`config.mk`:
```
export PLATFORM = sky130hd
export DESIGN_NAME = prfpe_queue
export DESIGN_NICKNAME = d
export VERILOG_FILES = /design/src/sv/assert_macros.svh /design/src/sv/prfpe_pkg.sv /design/src/sv/prfpe_queue.sv
export SDC_FILE = /design/constraint.sdc
export NUM_CORES = 1
export LEC_CHECK = 0
export ABC_AREA = 0
export BUFFER_PORTS_ARGS = -buffer_cell sky130_fd_sc_hd__buf_4
export CAP_MARGIN = 10
export CORE_MARGIN = 2
export CORE_UTILIZATION = 43
export DETAILED_ROUTE_END_ITERATION = 16
export PLACE_DENSITY_LB_ADDON = 0.08
export SETUP_SLACK_MARGIN = 0.1
export SYNTH_ARGS = -nofsm -noshare
export SYNTH_HDL_FRONTEND = slang
export SYNTH_SLANG_ARGS = --single-unit
```
`constraint.sdc`:
```
create_clock -name clk_i -period 1.7 [get_ports clk_i]
set_input_delay 0.255 -clock clk_i [delete_from_list [all_inputs] [get_ports clk_i]]
set_output_delay 0.255 -clock clk_i [all_outputs]
set_load 0.05 [all_outputs]
```
`src/sv/assert_macros.svh`:
```
// Assertion macros used by the top-level RTL file.
`ifndef ASSERT_MACROS_SVH
`define ASSERT_MACROS_SVH
// Implication checked at every rising clock edge outside reset.
`define ASSERT_IMP(label, clk, rstn, ante, cons, msg) \
  label: assert property (@(posedge clk) disable iff (!rstn) (ante) |-> (cons)) \
    else $error(msg);
// Next-cycle implication.
`define ASSERT_NXT(label, clk, rstn, ante, cons, msg) \
  label: assert property (@(posedge clk) disable iff (!rstn) (ante) |=> (cons)) \
    else $error(msg);
`endif

```
`src/sv/prfpe_pkg.sv`:
```
// Package: payload types and fixed-point constants of the PageRank engine.
`timescale 1ns / 1ps
`default_nettype none
package prfpe_pkg;
  localparam int NODE_MAX = 1024;
  localparam int EDGE_MAX = 8192;

  localparam logic [1:0] MODE_LOAD  = 2'd0;
  localparam logic [1:0] MODE_RUN   = 2'd1;
  localparam logic [1:0] MODE_READ  = 2'd2;
  localparam logic [1:0] MODE_CLEAR = 2'd3;

  localparam logic [1:0] REG_NODES = 2'd0;
  localparam logic [1:0] REG_ITERS = 2'd1;
  localparam logic [1:0] REG_ERROR = 2'd2;

  localparam logic [31:0] Q_ONE  = 32'd1073741824;
  localparam logic [31:0] Q_DAMP = 32'd912680550;
  localparam logic [31:0] Q_BASE = 32'd161061274;
  localparam logic [21:0] SCALED_CAP = 22'd4000000;
  localparam logic [19:0] MILLION = 20'd1000000;

  typedef struct packed {
    logic [1:0] mode;
    logic [9:0] src_node;
    logic [9:0] dst_node;
  } in_req_t;

  typedef struct packed {
    logic [31:0] rank_value;
    logic [21:0] scaled_error;
    logic [15:0] rounds_done;
    logic        edges_dropped;
  } out_req_t;
endpackage
`default_nettype wire

```
`src/sv/prfpe_queue.sv`:
```
// Two-entry request queue between the front end and the engine.
`timescale 1ns / 1ps
`default_nettype none
module prfpe_queue import prfpe_pkg::*; (
  input  wire logic    clk_i,
  input  wire logic    rst_ni,
  input  wire logic    push_i,
  input  wire in_req_t push_data_i,
  output logic         full_o,
  input  wire logic    pop_i,
  output logic         empty_o,
  output in_req_t      pop_data_o
);
  in_req_t     mem_q [2];
  logic        wr_q, rd_q;
  logic [1:0]  cnt_q;

  assign full_o     = cnt_q == 2'd2;
  assign empty_o    = cnt_q == 2'd0;
  assign pop_data_o = mem_q[rd_q];

  always_ff @(posedge clk_i) begin
    if (push_i) mem_q[wr_q] <= push_data_i;
  end

  // Pointers and fill count.
  always_ff @(posedge clk_i or negedge rst_ni) begin
    if (!rst_ni) begin
      wr_q <= 1'b0; rd_q <= 1'b0; cnt_q <= 2'd0;
    end else begin
      if (push_i) wr_q <= ~wr_q;
      if (pop_i) rd_q <= ~rd_q;
      cnt_q <= cnt_q + 2'(push_i) - 2'(pop_i);
    end
  end
endmodule
`default_nettype wire

```
-- Word level (Yosys, flattened, before mapping)
Memory sizes are Yosys's and may differ from the RTL's.
Cells that the tools add are included.
- memory bits (writable): 44
- register bits after elaboration: 4
- output and inout bits: 24
- memories kept: 1
- input bits: 26
- word-level logic and storage cells: 12
- memories (name ; words ; bits a word ; read ports ; clocked after Yosys merged registers in ; write ports ; RTL line ; RTL):
    mem_q ; 2 ; 22 ; 1 ; 0 ; 1 ; prfpe_queue.sv:14 ; in_req_t mem_q [2];
- reduce and logical (&&, ||, !) cells: 1
- eq/ne operators: 1
- bitwise logic cells: 2
- mux-type cells: 2
- $add $sub $neg: 2
- operators with widths (operator ; number):
    $add A2 B1 Y2 ; 1
    $eq A2 B2 Y1 const B ; 1
    $logic_not A2 Y1 ; 1
    $mux W1 ; 2
    $not A1 Y1 ; 2
    $sub A2 B1 Y2 ; 1

-- Depth between registers and ports, before layout
- word-level depth: 2
- mapped depth: 5
- gate-level depth less buffers: 5

-- Worst setup path before layout
Ideal clock, no wire load.
- kind: register to register
- start: register wr_q
- end: memory mem_q[0][0] (netlist name) (enable)
- required time: 1.297 ns
- library setup time: 0.403 ns
- clock period less this slack: 1.806 ns
- slack: -0.106 ns
- data arrival time: 1.403 ns
- path buffers: 0
- cell stages (with the launch flop): 2
- cells stage by stage: dfrtp_1 -> nor2b_1
- RTL lines (element ; RTL line ; RTL):
    from (decl) ; prfpe_queue.sv:15 ; logic wr_q, rd_q;
    from (signal assigned) ; prfpe_queue.sv:31 ; if (push_i) wr_q <= ~wr_q;
    to (decl) ; prfpe_queue.sv:14 ;
No word-level cell before the write port.

==> flow_summary.toml <==
[yosys]
synth-seq-cells = 48
syn_inst = 83
ys_types = 11
syn_area_mm2 = 0.00179
ys_seq_area_share_pct = 79.5
syn_avg_cell_area_um2 = 21.5
syn-num-nets = 111
yosys_warnings = 0

[clocking]
clock_latency_ns = 0.29
root_buffer = "clkbuf_8"
cts_tree = "yes"
numCtsBuffers = 5
clock_path_buffers = 2
cts_sinks = 48
h-tree-depth = 2
clkTransAtPathRegs_ns = 0.08

[worst_setup_path]
crit_path_top_delay_cell = "dfrtp_2"
cp_max_fo = 6
worstReg2RegStart = "cnt_q[0]$_DFF_PN0_"
cp-start-kind = "flip-flop"
cp-startpoint = "rd_q$_DFFE_PN0P_"
cp.arrival_ns = 1.39
path_depth = 3
path_cells = "buf_6, mux2_4, buf_8"
crit_buf_inv = 2
crit_end = "pop_data_o[17]"
regToRegSetupSlack_ns = 0.49
cp-end-kind = "primary output"
rr_endpoint = "cnt_q[1]$_DFF_PN0_"
path_delay_family = "flip-flops"
worst_ep_required_time_ns = 1.44
worstSetupPathType = "flip-flop to primary output"
reg2regPathDepth = 5
slowest_delay_ns = 0.46

[global_route]
grt_start_max_net_pins = 15
grt_pass1_wl_um = 4660
antenna_found_initial = 0
first_global_vias = 1034
grtUsageTotal_pct = 14.3
grt.overflow.total = 0

[placed_design]
gp_congestion = 0.605
detailed_place_hpwl_um = 1890
dp_slack_ns = 0.354
dpl_cell_area_mm2 = 0.00224
portBuffers = 49

[sta]
hold_violations = 0
fin_crit_sh_pct = 96.6
setup_viol = 0
grt_setup_unrepaired = "yes"
slew_viol_final = 0
relSlewSlack_pct = 87.7
tns_ns = 0
finalClockSkew_ns = 0.00623
max_freq_mhz = 609
fin_ws_ns = 0.0583
period_minus_slack_ns = 1.64
tightest_slew_ns = 0.184

[routing]
drtAntennaViolNets = 0
vias_per_cell = 4.78
drt_wl_total_um = 3060
drt-initial-drc-count = 22
avgRoutedWirePerCell_um = 15.4
drc_errors = 0
dr_total_vias = 947
dr.pass1.iters = 4

[final_layout]
num_antenna_cells = 0
area_growth_pct = 48.1
fin_nets = 175
stdcell_area_mm2 = 0.00265
final_common_cell = "edfxtp_1"
layout-drive-gt1-share_pct = 60.1
fin_util_pct = 66.2
layout_common_cells = "44 x edfxtp_1, 32 x buf_4, 22 x mux2_4, 22 x buf_8, 5 x clkbuf_8"
fill_cells = 288

[floorplanning]
coreArea_mm2 = 0.00400
num_io_pins = 50
die_h_um = 68.5
die_w_um = 68.5
start_util_pct = 44.7
rows = 23
dieArea_mm2 = 0.00469

[pwr]
p_seq_share_pct = 32.7
finalPower_w = 0.00515
comb_power_share_pct = 52.2
intPower_w = 0.00326
power.density_mw_per_mm2 = 1950
ir_drop_mv = 0.859
p_sw_w = 0.00189
p_leak_nw = 1.10
switching_share_pct = 36.8
p_clk_share_pct = 15.1

[outcome]
status = "complete, no violations"

[run]
cap_viol_max_count = 0

[min_path]
hold_class = "input port to flip-flop"
-- cells by family after synthesis --
| family | after synthesis | synth area share [%] |
|---|---|---|
| mux | 22 | 13.9 |
| xor+xnor | 3 | 2.31 |
| simple gates | 4 | 1.26 |
| flops | 48 | 79.5 |
| buf+inv | 4 | 1.68 |
| fa+ha+maj | 2 | 1.40 |
-- Yosys cell counts, drive strengths merged --
master | instances | area (um^2)
nor2 | 1 | 3.75
ha | 2 | 25.0
dfrtp | 4 | 100
xor2 | 2 | 17.5
inv | 2 | 7.51
and2 | 1 | 6.26
nor2b | 2 | 12.5
buf | 2 | 22.5
xor3 | 1 | 23.8
edfxtp | 44 | 1320
mux2 | 22 | 248
-- power groups by stage --
stage	clock [W]	sequential (W)	combinational, W
final	0.000776	0.00168	0.00269
after global routing	0.000841	0.00171	0.00282
after CTS	0.000801	0.00168	0.00247
after detailed placement	0	0.00168	0.00204
after global placement	0	0.00166	0.00203
after floorplan	0	0.00168	0.00148
-- metrics by stage --
step | std cells | hold slack [ns]
6_report | 198 | 0.141
5_1_grt | 198 | 0.128
4_1_cts | 198 | 0.131
3_5_place_dp | 186 | 0.0572
3_3_place_gp | 186 | 0.0543
2_1_floorplan | 83 | -0.0406
-- worst min-delay path by stage --
| stage | startpoint | endpoint | depth (start not counted) |
|---|---|---|---|
| floorplan | rst_ni | cnt_q[0]$_DFF_PN0_ | 0 |
| global placement | rst_ni | cnt_q[1]$_DFF_PN0_ | 1 |
| detailed placement | rst_ni | cnt_q[1]$_DFF_PN0_ | 1 |
| CTS | pop_i | rd_q$_DFFE_PN0P_ | 2 |
| global route | push_data_i[3] | mem_q[1][3]$_DFFE_PP_ | 1 |
| finish | pop_i | rd_q$_DFFE_PN0P_ | 2 |
-- state kept, by name, summed over array words and instances, names as in the netlist --
name,count
wr_q,1
mem_q,44
cnt_q,2
rd_q,1
-- routing by layer --
| metal | GRT usage, % | share of wire, % | wire length, um |
|---|---|---|---|
| met5 | 0 | 0 | 0 |
| met1 | 15.1 | 37 | 1120 |
| met3 | 5.43 | 6.6 | 201 |
| met2 | 25.6 | 56 | 1710 |
| met4 | 5.25 | 0.98 | 30 |
-- layout make-up --
type	count	area [um^2]	area share (%)
Clock buffer	6	72.6	2.74
Clock inverter	2	35.0	1.32
Inverter	2	7.51	0.284
Multi-Input combinational cell	31	422	15.9
Sequential cell	48	1420	53.7
Tap cell	50	62.6	2.36
Timing Repair Buffer	59	626	23.6
-- worst reg2reg max path, stage by stage (launching register included) --
cell and delay, ns:
dfrtp_1 0.37, inv_1 0.05, ha_1 0.27, inv_1 0.06, ha_1 0.14, xor3_1 0.20
-- what timing repair did --
action | CTS | global route
hold endpoints to repair | 4 | 0
setup buffers | 1 | 0
resized for setup | 45 | 28
hold buffers | 1 | 0
setup endpoints to repair | 22 | 22
gates cloned | 2 | 0
(Power assumes the default switching activity.)
